`src/rtl/tlsw_pkg.sv`:
```
`timescale 1ns / 1ps
`default_nettype none
// ----------------------------------------------------------------------------
// tlsw_pkg: shared types and constants of the sequence window engine
// Request, status and frame codes, register indexes and the payload structs
// used by the channels and the engine.
// ----------------------------------------------------------------------------
package tlsw_pkg;

    localparam int SEQ_W          = 15;
    localparam int CFG_DATA_W     = 15;
    localparam int CFG_INDEX_W    = 2;
    localparam int NUM_TIMERS     = 5;
    localparam int TIMER_BITS_DEF = 16;
    localparam int CTRL_W         = 32;

    localparam logic [SEQ_W:0]   SEQ_MOD     = 16'd32768;
    localparam logic [SEQ_W-1:0] SEQ_MAX     = '1;
    localparam logic [15:0]      S_FRAME_LOW = 16'h0001;

    // Elapsed-second timer slots.
    localparam int TM_ISEND    = 0;
    localparam int TM_TESTSEND = 1;
    localparam int TM_RECV     = 2;
    localparam int TM_TESTCON  = 3;
    localparam int TM_ACK      = 4;

    localparam logic [7:0]       ACK_TIMEOUT_RST  = 8'd30;
    localparam logic [7:0]       IDLE_TIMEOUT_RST = 8'd8;
    localparam logic [SEQ_W-1:0] WINDOW_SIZE_RST  = 15'd12;

    typedef enum logic [CFG_INDEX_W-1:0] {
        CFG_ACK_TIMEOUT  = 2'd0,
        CFG_IDLE_TIMEOUT = 2'd1,
        CFG_WINDOW_SIZE  = 2'd2,
        CFG_TEST_ONLY    = 2'd3
    } cfg_index_t;

    typedef enum logic [3:0] {
        REQ_START      = 4'd0,
        REQ_STOP       = 4'd1,
        REQ_FRAME_RECV = 4'd2,
        REQ_I_SENT     = 4'd3,
        REQ_ANY_RECV   = 4'd4,
        REQ_TEST_SENT  = 4'd5,
        REQ_TEST_CONF  = 4'd6,
        REQ_RESYNC     = 4'd7,
        REQ_FILL       = 4'd8,
        REQ_TICK       = 4'd9,
        REQ_ISEND_TIME = 4'd10,
        REQ_ACK_TIME   = 4'd11
    } req_code_t;

    typedef enum logic [2:0] {
        ST_NORMAL      = 3'd0,
        ST_NOT_STARTED = 3'd1,
        ST_T1_TIMEOUT  = 3'd2,
        ST_T3_TIMEOUT  = 3'd3,
        ST_WINDOW_FULL = 3'd4,
        ST_BAD_KIND    = 3'd5
    } status_t;

    typedef enum logic [1:0] {
        KIND_I       = 2'd0,
        KIND_S       = 2'd1,
        KIND_U       = 2'd2,
        KIND_INVALID = 2'd3
    } frame_kind_t;

    typedef struct packed {
        logic [7:0]       ack_timeout_seconds;
        logic [7:0]       idle_timeout_seconds;
        logic [SEQ_W-1:0] window_size;
        logic             test_only_mode;
    } cfg_t;

    typedef struct packed {
        logic [3:0]       req_type;
        logic [SEQ_W-1:0] peer_send_number;
        logic [SEQ_W-1:0] peer_recv_number;
        logic [1:0]       frame_kind;
    } req_t;

    typedef struct packed {
        logic [2:0]        status;
        logic [CTRL_W-1:0] control_word;
        logic              control_valid;
        logic [SEQ_W-1:0]  send_number;
        logic [SEQ_W-1:0]  recv_number;
        logic [SEQ_W-1:0]  unacked_count;
        logic              window_reopened;
    } rsp_t;

endpackage
`default_nettype wire

```
`src/rtl/tlsw_if.sv`:
```
`timescale 1ns / 1ps
`default_nettype none
// ----------------------------------------------------------------------------
// tlsw_if: request and response channels
// Valid/ready channels carrying one link event in and one result out.
// ----------------------------------------------------------------------------
interface tlsw_req_if
    import tlsw_pkg::*;
();
    logic             valid;
    logic             ready;
    logic [3:0]       req_type;
    logic [SEQ_W-1:0] peer_send_number;
    logic [SEQ_W-1:0] peer_recv_number;
    logic [1:0]       frame_kind;

    modport source (output valid, req_type, peer_send_number, peer_recv_number,
                    frame_kind, input ready);
    modport sink   (input valid, req_type, peer_send_number, peer_recv_number,
                    frame_kind, output ready);
endinterface

interface tlsw_rsp_if
    import tlsw_pkg::*;
();
    logic              valid;
    logic              ready;
    logic [2:0]        status;
    logic [CTRL_W-1:0] control_word;
    logic              control_valid;
    logic [SEQ_W-1:0]  send_number;
    logic [SEQ_W-1:0]  recv_number;
    logic [SEQ_W-1:0]  unacked_count;
    logic              window_reopened;

    modport source (output valid, status, control_word, control_valid, send_number,
                    recv_number, unacked_count, window_reopened, input ready);
    modport sink   (input valid, status, control_word, control_valid, send_number,
                    recv_number, unacked_count, window_reopened, output ready);
endinterface
`default_nettype wire

```
`src/rtl/telecontrol_link_sequence_window_top.sv`:
```
`timescale 1ns / 1ps
`default_nettype none
// ----------------------------------------------------------------------------
// telecontrol_link_sequence_window_top: 15-bit link sequence window engine
// Tracks send/receive numbers, the unacknowledged count against window k,
// elapsed-second timers and t1/t3 timeouts, and builds I/S control bytes.
//
// Usage:
//   - req carries one link event per transfer; rsp returns exactly one
//     result per event, in order.
//   - Configuration registers are written through cfg_we/cfg_index/cfg_data
//     while no event is in flight.
//   - An event is captured in an input register, evaluated by one pass of
//     compare/add logic against the link state, and its result is loaded
//     into the output register, from which it is offered on rsp.
//   - Throughput is one event per cycle unless rsp stalls; the input register
//     accepts a new event while a result waits in the output register.
//   - When rsp is stalled, the output register holds its result and the
//     input register holds one more event; req.ready then drops.
//   - Reset clears both stages and returns the registers and the link
//     state to their defaults (link stopped, window 12, t1 30 s, t3 8 s).
// ----------------------------------------------------------------------------
module telecontrol_link_sequence_window_top
    import tlsw_pkg::*;
#(
    parameter int TIMER_BITS = TIMER_BITS_DEF
)
(
    input  wire logic                   clk,
    input  wire logic                   rst_n,
    input  wire logic                   cfg_we,
    input  wire logic [CFG_INDEX_W-1:0] cfg_index,
    input  wire logic [CFG_DATA_W-1:0]  cfg_data,
    tlsw_req_if.sink                    req,
    tlsw_rsp_if.source                  rsp
);

    cfg_t cfg;
    req_t in_data_reg;
    logic in_valid_reg, in_valid_next;
    rsp_t out_data_reg;
    logic out_valid_reg, out_valid_next;
    rsp_t step_rsp;
    logic advance, in_take;

    tlsw_cfg_regs u_cfg (
        .clk       (clk),
        .rst_n     (rst_n),
        .cfg_we    (cfg_we),
        .cfg_index (cfg_index),
        .cfg_data  (cfg_data),
        .cfg       (cfg)
    );

    tlsw_seq_engine #(
        .TIMER_BITS (TIMER_BITS)
    ) u_engine (
        .clk     (clk),
        .rst_n   (rst_n),
        .step_en (advance),
        .req     (in_data_reg),
        .cfg     (cfg),
        .rsp     (step_rsp)
    );

    assign advance   = in_valid_reg && (!out_valid_reg || rsp.ready);
    assign req.ready = !in_valid_reg || advance;
    assign in_take   = req.valid && req.ready;

    always_comb
    begin
        in_valid_next = in_valid_reg;
        if (in_take)
            in_valid_next = 1'b1;
        else if (advance)
            in_valid_next = 1'b0;

        out_valid_next = out_valid_reg;
        if (advance)
            out_valid_next = 1'b1;
        else if (rsp.ready)
            out_valid_next = 1'b0;
    end

    always_ff @(posedge clk or negedge rst_n)
    begin
        if (!rst_n)
        begin
            in_valid_reg  <= 1'b0;
            out_valid_reg <= 1'b0;
        end
        else
        begin
            in_valid_reg  <= in_valid_next;
            out_valid_reg <= out_valid_next;
        end
    end

    always_ff @(posedge clk)
    begin
        if (in_take)
        begin
            in_data_reg.req_type         <= req.req_type;
            in_data_reg.peer_send_number <= req.peer_send_number;
            in_data_reg.peer_recv_number <= req.peer_recv_number;
            in_data_reg.frame_kind       <= req.frame_kind;
        end
        if (advance)
            out_data_reg <= step_rsp;
    end

    assign rsp.valid           = out_valid_reg;
    assign rsp.status          = out_data_reg.status;
    assign rsp.control_word    = out_data_reg.control_word;
    assign rsp.control_valid   = out_data_reg.control_valid;
    assign rsp.send_number     = out_data_reg.send_number;
    assign rsp.recv_number     = out_data_reg.recv_number;
    assign rsp.unacked_count   = out_data_reg.unacked_count;
    assign rsp.window_reopened = out_data_reg.window_reopened;

endmodule
`default_nettype wire

```
`src/rtl/tlsw_cfg_regs.sv`:
```
`timescale 1ns / 1ps
`default_nettype none
// ----------------------------------------------------------------------------
// tlsw_cfg_regs: configuration registers
// Holds t1, t3, window size k and the test-only mode flag.
// ----------------------------------------------------------------------------
module tlsw_cfg_regs
    import tlsw_pkg::*;
(
    input  wire logic                   clk,
    input  wire logic                   rst_n,
    input  wire logic                   cfg_we,
    input  wire logic [CFG_INDEX_W-1:0] cfg_index,
    input  wire logic [CFG_DATA_W-1:0]  cfg_data,
    output cfg_t                        cfg
);

    cfg_t cfg_reg;

    always_ff @(posedge clk or negedge rst_n)
    begin
        if (!rst_n)
        begin
            cfg_reg.ack_timeout_seconds  <= ACK_TIMEOUT_RST;
            cfg_reg.idle_timeout_seconds <= IDLE_TIMEOUT_RST;
            cfg_reg.window_size          <= WINDOW_SIZE_RST;
            cfg_reg.test_only_mode       <= 1'b0;
        end
        else if (cfg_we)
        begin
            case (cfg_index_t'(cfg_index))
                CFG_ACK_TIMEOUT:  cfg_reg.ack_timeout_seconds  <= cfg_data[7:0];
                CFG_IDLE_TIMEOUT: cfg_reg.idle_timeout_seconds <= cfg_data[7:0];
                CFG_WINDOW_SIZE:  cfg_reg.window_size          <= cfg_data[SEQ_W-1:0];
                CFG_TEST_ONLY:    cfg_reg.test_only_mode       <= cfg_data[0];
                default:          ;
            endcase
        end
    end

    assign cfg = cfg_reg;

endmodule
`default_nettype wire

```
`src/rtl/tlsw_seq_engine.sv`:
```
`timescale 1ns / 1ps
`default_nettype none
// ----------------------------------------------------------------------------
// tlsw_seq_engine: link state and per-event update
// Holds the sequence numbers, unacknowledged count and elapsed timers, and
// computes the result of one event from the registered request.
// ----------------------------------------------------------------------------
module tlsw_seq_engine
    import tlsw_pkg::*;
#(
    parameter int TIMER_BITS = TIMER_BITS_DEF
)
(
    input  wire logic clk,
    input  wire logic rst_n,
    input  wire logic step_en,
    input  req_t      req,
    input  cfg_t      cfg,
    output rsp_t      rsp
);

    typedef logic [TIMER_BITS-1:0] timer_t;

    logic             started_reg, started_next;
    logic             resync_reg, resync_next;
    logic [SEQ_W-1:0] send_reg, send_next;
    logic [SEQ_W-1:0] recv_reg, recv_next;
    logic [SEQ_W-1:0] last_reg, last_next;
    logic [SEQ_W-1:0] unacked_reg, unacked_next;
    logic             test_conf_reg, test_conf_next;
    timer_t           timer_reg [NUM_TIMERS];
    timer_t           timer_next [NUM_TIMERS];
    timer_t           timer_inc [NUM_TIMERS];

    // Received-frame path: state after a pending resync is applied.
    logic [SEQ_W-1:0] nr, ns_peer;
    logic [SEQ_W-1:0] send0, recv0, last0, cnt0;
    logic [SEQ_W:0]   last_plus_cnt, sub_fwd, sub_wrap, sub_sel;
    logic [SEQ_W+1:0] cnt_diff;
    logic             in_window, nr_gt_ns, nr_lt_last, use_wrap, force_zero;
    logic [SEQ_W-1:0] rx_cnt, rx_send, rx_recv;
    logic             was_full, rx_reopened;

    timer_t           t1_th, t3_th;
    status_t          tick_status;
    status_t          status;
    logic [CTRL_W-1:0] word;
    logic             word_valid, reopened;

    assign nr      = req.peer_recv_number;
    assign ns_peer = req.peer_send_number;
    assign send0   = resync_reg ? nr      : send_reg;
    assign recv0   = resync_reg ? ns_peer : recv_reg;
    assign last0   = resync_reg ? nr      : last_reg;
    assign cnt0    = resync_reg ? '0      : unacked_reg;

    assign was_full      = (cnt0 == cfg.window_size);
    assign rx_recv       = (frame_kind_t'(req.frame_kind) == KIND_I) ? recv0 + 1'b1 : recv0;
    assign last_plus_cnt = {1'b0, last0} + {1'b0, cnt0};
    assign nr_gt_ns      = (nr > send0);
    assign nr_lt_last    = (nr < last0);
    assign in_window     = !nr_lt_last && ({1'b0, nr} <= last_plus_cnt);
    assign sub_fwd       = {1'b0, nr} - {1'b0, last0};
    assign sub_wrap      = SEQ_MOD - {1'b0, last0} + {1'b0, nr};

    // A peer number outside the outstanding range resequences our send number.
    always_comb
    begin
        use_wrap   = 1'b0;
        force_zero = 1'b0;
        if (nr_gt_ns)
        begin
            force_zero = !in_window;
        end
        else if (nr_lt_last)
        begin
            if (nr < cnt0)
                use_wrap = 1'b1;
            else
                force_zero = 1'b1;
        end
    end

    assign sub_sel  = use_wrap ? sub_wrap : sub_fwd;
    assign cnt_diff = {2'b00, cnt0} - {1'b0, sub_sel};
    assign rx_cnt   = (force_zero || cnt_diff[SEQ_W+1]) ? '0 : cnt_diff[SEQ_W-1:0];
    assign rx_send  = force_zero ? nr : send0;
    assign rx_reopened = was_full && (rx_cnt < cfg.window_size);

    always_comb
    begin
        for (int i = 0; i < NUM_TIMERS; i++)
            timer_inc[i] = (timer_reg[i] == '1) ? timer_reg[i] : timer_reg[i] + 1'b1;
    end

    assign t1_th = TIMER_BITS'(cfg.ack_timeout_seconds);
    assign t3_th = TIMER_BITS'(cfg.idle_timeout_seconds);

    // Timeout checks see the timers after this tick's advance.
    always_comb
    begin
        tick_status = ST_NORMAL;
        if (!cfg.test_only_mode && unacked_reg != '0)
        begin
            if (timer_inc[TM_ISEND] >= t1_th && timer_inc[TM_ACK] >= t1_th)
                tick_status = ST_T1_TIMEOUT;
        end
        else if (!test_conf_reg)
        begin
            if (timer_inc[TM_TESTSEND] >= t1_th && timer_inc[TM_TESTCON] >= t1_th)
                tick_status = ST_T1_TIMEOUT;
        end
        else if (cfg.test_only_mode)
        begin
            if (timer_inc[TM_TESTSEND] >= t3_th)
                tick_status = ST_T3_TIMEOUT;
        end
        else if (timer_inc[TM_RECV] >= t3_th)
        begin
            tick_status = ST_T3_TIMEOUT;
        end
    end

    always_comb
    begin
        started_next   = started_reg;
        resync_next    = resync_reg;
        send_next      = send_reg;
        recv_next      = recv_reg;
        last_next      = last_reg;
        unacked_next   = unacked_reg;
        test_conf_next = test_conf_reg;
        for (int i = 0; i < NUM_TIMERS; i++)
            timer_next[i] = timer_reg[i];
        status     = ST_NORMAL;
        word       = '0;
        word_valid = 1'b0;
        reopened   = 1'b0;

        if (req_code_t'(req.req_type) == REQ_START)
        begin
            started_next   = 1'b1;
            resync_next    = 1'b0;
            send_next      = '0;
            recv_next      = '0;
            last_next      = '0;
            unacked_next   = '0;
            test_conf_next = 1'b1;
            for (int i = 0; i < NUM_TIMERS; i++)
                timer_next[i] = '0;
        end
        else if (req_code_t'(req.req_type) == REQ_STOP)
        begin
            started_next = 1'b0;
            resync_next  = 1'b0;
        end
        else if (req.req_type inside {[4'd12:4'd15]})
        begin
            status = ST_NORMAL;
        end
        else if (!started_reg)
        begin
            status = ST_NOT_STARTED;
        end
        else
        begin
            case (req_code_t'(req.req_type))
                REQ_FRAME_RECV:
                begin
                    resync_next          = 1'b0;
                    recv_next            = rx_recv;
                    send_next            = rx_send;
                    unacked_next         = rx_cnt;
                    last_next            = nr;
                    timer_next[TM_ACK]   = '0;
                    timer_next[TM_RECV]  = '0;
                    reopened             = rx_reopened;
                end
                REQ_I_SENT:
                begin
                    send_next           = send_reg + 1'b1;
                    timer_next[TM_ISEND] = '0;
                    unacked_next        = (unacked_reg == SEQ_MAX) ? SEQ_MAX
                                                                   : unacked_reg + 1'b1;
                end
                REQ_ANY_RECV:
                begin
                    timer_next[TM_RECV] = '0;
                end
                REQ_TEST_SENT:
                begin
                    timer_next[TM_TESTSEND] = '0;
                    test_conf_next          = 1'b0;
                end
                REQ_TEST_CONF:
                begin
                    test_conf_next         = 1'b1;
                    timer_next[TM_TESTCON] = '0;
                    timer_next[TM_RECV]    = '0;
                end
                REQ_RESYNC:
                begin
                    resync_next = 1'b1;
                end
                REQ_FILL:
                begin
                    if (unacked_reg >= cfg.window_size)
                        status = ST_WINDOW_FULL;
                    else
                    begin
                        case (frame_kind_t'(req.frame_kind))
                            KIND_I:
                            begin
                                word       = {recv_reg, 1'b0, send_reg, 1'b0};
                                word_valid = 1'b1;
                            end
                            KIND_S:
                            begin
                                word       = {recv_reg, 1'b0, S_FRAME_LOW};
                                word_valid = 1'b1;
                            end
                            KIND_INVALID: status = ST_BAD_KIND;
                            default:      status = ST_NORMAL;
                        endcase
                    end
                end
                REQ_TICK:
                begin
                    for (int i = 0; i < NUM_TIMERS; i++)
                        timer_next[i] = timer_inc[i];
                    status = tick_status;
                end
                REQ_ISEND_TIME:
                begin
                    timer_next[TM_ISEND] = '0;
                end
                REQ_ACK_TIME:
                begin
                    timer_next[TM_ACK] = '0;
                end
                default:
                begin
                    status = ST_NORMAL;
                end
            endcase
        end
    end

    always_ff @(posedge clk or negedge rst_n)
    begin
        if (!rst_n)
        begin
            started_reg   <= 1'b0;
            resync_reg    <= 1'b0;
            send_reg      <= '0;
            recv_reg      <= '0;
            last_reg      <= '0;
            unacked_reg   <= '0;
            test_conf_reg <= 1'b1;
            for (int i = 0; i < NUM_TIMERS; i++)
                timer_reg[i] <= '0;
        end
        else if (step_en)
        begin
            started_reg   <= started_next;
            resync_reg    <= resync_next;
            send_reg      <= send_next;
            recv_reg      <= recv_next;
            last_reg      <= last_next;
            unacked_reg   <= unacked_next;
            test_conf_reg <= test_conf_next;
            for (int i = 0; i < NUM_TIMERS; i++)
                timer_reg[i] <= timer_next[i];
        end
    end

    assign rsp.status          = status;
    assign rsp.control_word    = word;
    assign rsp.control_valid   = word_valid;
    assign rsp.send_number     = send_next;
    assign rsp.recv_number     = recv_next;
    assign rsp.unacked_count   = unacked_next;
    assign rsp.window_reopened = reopened;

endmodule
`default_nettype wire

```
`src/flat_wrapper.sv`:
```
// flat-port wrapper written by rule: the top's interface ports become plain ports
module telecontrol_link_sequence_window_top_flat import tlsw_pkg::*;
#(
    parameter int TIMER_BITS = TIMER_BITS_DEF
)
  (clk, rst_n, cfg_we, cfg_index, cfg_data, req_valid, req_req_type, req_peer_send_number, req_peer_recv_number, req_frame_kind, req_ready, rsp_valid, rsp_status, rsp_control_word, rsp_control_valid, rsp_send_number, rsp_recv_number, rsp_unacked_count, rsp_window_reopened, rsp_ready);
  tlsw_req_if req_i ();
  tlsw_rsp_if rsp_i ();
  input  wire logic clk;
  input  wire logic rst_n;
  input  wire logic cfg_we;
  input  wire logic [CFG_INDEX_W-1:0] cfg_index;
  input  wire logic [CFG_DATA_W-1:0] cfg_data;
  input wire logic [$bits(req_i.valid)-1:0] req_valid;
  input wire logic [$bits(req_i.req_type)-1:0] req_req_type;
  input wire logic [$bits(req_i.peer_send_number)-1:0] req_peer_send_number;
  input wire logic [$bits(req_i.peer_recv_number)-1:0] req_peer_recv_number;
  input wire logic [$bits(req_i.frame_kind)-1:0] req_frame_kind;
  output wire logic [$bits(req_i.ready)-1:0] req_ready;
  output wire logic [$bits(rsp_i.valid)-1:0] rsp_valid;
  output wire logic [$bits(rsp_i.status)-1:0] rsp_status;
  output wire logic [$bits(rsp_i.control_word)-1:0] rsp_control_word;
  output wire logic [$bits(rsp_i.control_valid)-1:0] rsp_control_valid;
  output wire logic [$bits(rsp_i.send_number)-1:0] rsp_send_number;
  output wire logic [$bits(rsp_i.recv_number)-1:0] rsp_recv_number;
  output wire logic [$bits(rsp_i.unacked_count)-1:0] rsp_unacked_count;
  output wire logic [$bits(rsp_i.window_reopened)-1:0] rsp_window_reopened;
  input wire logic [$bits(rsp_i.ready)-1:0] rsp_ready;
  assign req_i.valid = req_valid;
  assign req_i.req_type = req_req_type;
  assign req_i.peer_send_number = req_peer_send_number;
  assign req_i.peer_recv_number = req_peer_recv_number;
  assign req_i.frame_kind = req_frame_kind;
  assign req_ready = req_i.ready;
  assign rsp_valid = rsp_i.valid;
  assign rsp_status = rsp_i.status;
  assign rsp_control_word = rsp_i.control_word;
  assign rsp_control_valid = rsp_i.control_valid;
  assign rsp_send_number = rsp_i.send_number;
  assign rsp_recv_number = rsp_i.recv_number;
  assign rsp_unacked_count = rsp_i.unacked_count;
  assign rsp_window_reopened = rsp_i.window_reopened;
  assign rsp_i.ready = rsp_ready;
  telecontrol_link_sequence_window_top #(.TIMER_BITS(TIMER_BITS)) u_core (.clk(clk), .rst_n(rst_n), .cfg_we(cfg_we), .cfg_index(cfg_index), .cfg_data(cfg_data), .req(req_i), .rsp(rsp_i));
endmodule
```
`config.mk`:
```
export PLATFORM = sky130hd
export DESIGN_NAME = telecontrol_link_sequence_window_top_flat
export DESIGN_NICKNAME = d
export VERILOG_FILES = /design/src/rtl/tlsw_pkg.sv /design/src/rtl/tlsw_if.sv /design/src/rtl/telecontrol_link_sequence_window_top.sv /design/src/rtl/tlsw_cfg_regs.sv /design/src/rtl/tlsw_seq_engine.sv /design/src/flat_wrapper.sv
export SDC_FILE = /design/constraint.sdc
export NUM_CORES = 1
export LEC_CHECK = 0
export BUFFER_PORTS_ARGS = -buffer_cell sky130_fd_sc_hd__buf_4
export CORE_ASPECT_RATIO = 0.6
export CORE_MARGIN = 3
export CORE_UTILIZATION = 50
export DETAILED_ROUTE_END_ITERATION = 16
export PLACE_DENSITY = 0.66
export SLEW_MARGIN = 20
export SYNTH_ARGS = -nofsm -noshare
export SYNTH_HDL_FRONTEND = slang
export SYNTH_SLANG_ARGS = --single-unit
```
`constraint.sdc`:
```
create_clock -name clk -period 23 [get_ports clk]
set_input_delay 4.6 -clock clk [delete_from_list [all_inputs] [get_ports clk]]
set_output_delay 4.6 -clock clk [all_outputs]
set_load 0.05 [all_outputs]
```
==> results.txt <==
DP HPWL: 44.1 mm
LEAKAGE: 9.82 nW
DIE AREA: 43000 µm²
Resized Gates After CTS: 0
Root Driver: clkbuf_16
Crit-path slowest cell: buf_4
Worst-path clk slew: 60 ps
final setup TNS: 0 ps
Worst EP arrival: 5100 ps
Setup WS pre-CTS: 13300 ps
DRT iter0 DRCs: 1860
maximum vdd drop: 61.4 µV
final hold vios: 0
Die Wd: 266 µm
number of synthesized flops with an enable pin: 117
register area share after synthesis: 39.3%
via count: 17600
Comb pwr share: 34.1%
fmax: 0.103 GHz
Synth Instances: 2244
final number of setup-violating endpoints: 0
core area: 39400 µm²
GR Overflow Total: 0
hold depth: 2
P_sw: 672 µW
CTS tree: done
ys flop type: dfrtp_1
Initial Util: 51.2%
maximum clock insertion buffer count: 3
share of layout cells above drive strength 1: 11.7%
CTS Buf Count: 31
Critical Path, Cell by Cell: buf_4, nand3b_1, buf_4
htree depth: 1
Tmin final: 9700 ps
Mapped Area: 20200 µm²
DR pass1 iterations: 5
post-synth cell types: 78
clk_skew: 27.4 ps
# DRC: 0
CP max FO: 3
max FFs per register: 80
cts hold-fix bufs: 0
critical path type: in2out
sw frac: 37.3%
routed len/inst: 20.7 µm
die height: 162 µm
fin crit share: 42.2%
PD cells: 79.1 nW/µm²
clock latency on the worst-skew pair: 600 ps
syn nets: 2480
Final ANT Viol Nets: 0
Yosys reg bits: 294
Total Nets Final: 2575
GPL Wtd Cong: 0.950
# rows: 56
unrepaired setup endpoints after global routing: no
Internal: 1.13 mW
Antenna Cells: 0
CTS sink count: 294
post-CTS setup repair buffer count: 0
pin count of the biggest net entering global routing: 102
Reg2Reg Depth: 30
Post-DP Area: 21700 µm²
Port Buffer Count: 140
Hold Crit Class: reg2reg
vias in the first global route: 16600
overall power: 1.80 mW
Max transition margin: 31.3%
Layout area overhead: 12.6%
CP max stage delay: 210 ps
PnR worst setup slack: 13300 ps
outcome: finished clean
initial antenna violation count: 0
Final Util: 57.7%
worst path required time: 18400 ps
vias per inst: 6.10
crit-path most repeated cell: buf_4
Ports: 142
Synth Warn #: 0
worst-margin pin slew: 1020 ps
max-slew violation count: 0
share of power burned in registers: 36.7%
Design Area, Final: 22800 µm²
Global Route Usage Sum: 27.5%
element type at the critical path start: input port
MaxCap Viol Count: 0
filler instances: 3513
CP endpoint kind: output port
Synth async-reset ratio: 60.2%
final wirelength: 59.8 mm
Mean Syn Cell Area: 9.01 µm²
Clock Power Share: 29.2%
first-pass GRT wire length: 94.0 mm
-- cell families after synthesis --
| group | Yosys count | synth area share, % |
|---|---|---|
| other | 1 | 0.0185 |
| XOR/XNOR | 127 | 5.50 |
| flip-flops | 294 | 39.3 |
| multiplexers | 53 | 2.86 |
| adder cells (fa/ha/maj) | 178 | 11.1 |
| AO/OA/AOI/OAI | 620 | 19.1 |
| buffers and inverters | 201 | 3.78 |
| AND/OR/NAND/NOR | 770 | 18.3 |
-- synth_stat cells, drive strengths merged, types with 54 or more instances --
cell    instances  area (µm²)
ha            175        2190
o21ai         189         946
clkbuf         87         327
a21oi         174         875
edfxtp        117        3510
xnor2          87         762
nand3          74         370
inv           104         390
nand2         248         931
nor2          167         627
dfrtp         169        4230
nor3           54         275
-- worst paths after layout --
path                            slack, ps                        start                            end
worst max-delay path                13300                    rsp_ready                      req_ready
worst min-delay path                  480  u_core.u_engine.last_reg[0]    u_core.u_engine.last_reg[0]
worst max register to register      15070   u_core.u_engine.resync_reg     u_core.rsp.window_reopened
worst min register to register        480  u_core.u_engine.last_reg[0]    u_core.u_engine.last_reg[0]
max in group asynchronous           17320                        rst_n           u_core.u_cfg.cfg[10]
min in group asynchronous            4120                        rst_n  u_core.u_engine.timer_reg[28]
-- cells in the final DEF, fill, tap and decap left out, drive strengths merged, types with 16 or more instances in the layout --
cell type / instances
xor2: 40
a22o: 31
nand2b: 28
nor2b: 19
inv: 109
o31ai: 26
a21o: 33
nand3: 74
edfxtp: 117
nand4: 31
xnor2: 87
mux2: 38
ha: 175
nor2: 167
o21ai: 189
and2: 47
and3: 32
buf: 157
nor3: 54
nand2: 248
or3: 16
a21oi: 174
dfrtp: 169
a21boi: 23
clkbuf: 35
a31oi: 27
-- power groups by stage --
stage	sequential, mW	clock (mW)	combinational (mW)
6_report	0.661	0.526	0.615
5_1_grt	0.665	0.559	0.680
4_1_cts	0.659	0.532	0.605
3_5_place_dp	0.668	0	0.601
3_3_place_gp	0.667	0	0.586
2_1_floorplan	0.687	0	0.397
-- per-layer routing --
metal  share of wire (%)  global-route usage (%)
met1                  50                    44.0
met2                  41                    39.5
met3                 8.4                    4.63
met4                 1.1                    3.91
met5                   0                       0
-- stage by stage --
stage	instances	hold slack, ps
2_1_floorplan	2244	444
6_report	2886	479
5_1_grt	2886	507
3_3_place_gp	2828	457
3_5_place_dp	2828	467
4_1_cts	2886	484
-- worst max-delay path: cells and delay by family --
kind | cells | cell delay, ps
buf+inv | 2 | 320
simple gates | 1 | 180
-- final cells by class --
| class | count | area [µm²] | area share (%) |
|---|---|---|---|
| clock inverter | 24 | 250 | 1.10 |
| clock buffer | 34 | 787 | 3.46 |
| tap | 522 | 653 | 2.87 |
| sequential | 294 | 7950 | 34.9 |
| multi-input combinational | 1749 | 11500 | 50.7 |
| timing repair buffer | 158 | 1190 | 5.24 |
| inverter | 105 | 397 | 1.74 |
(Power assumes the default switching activity.)
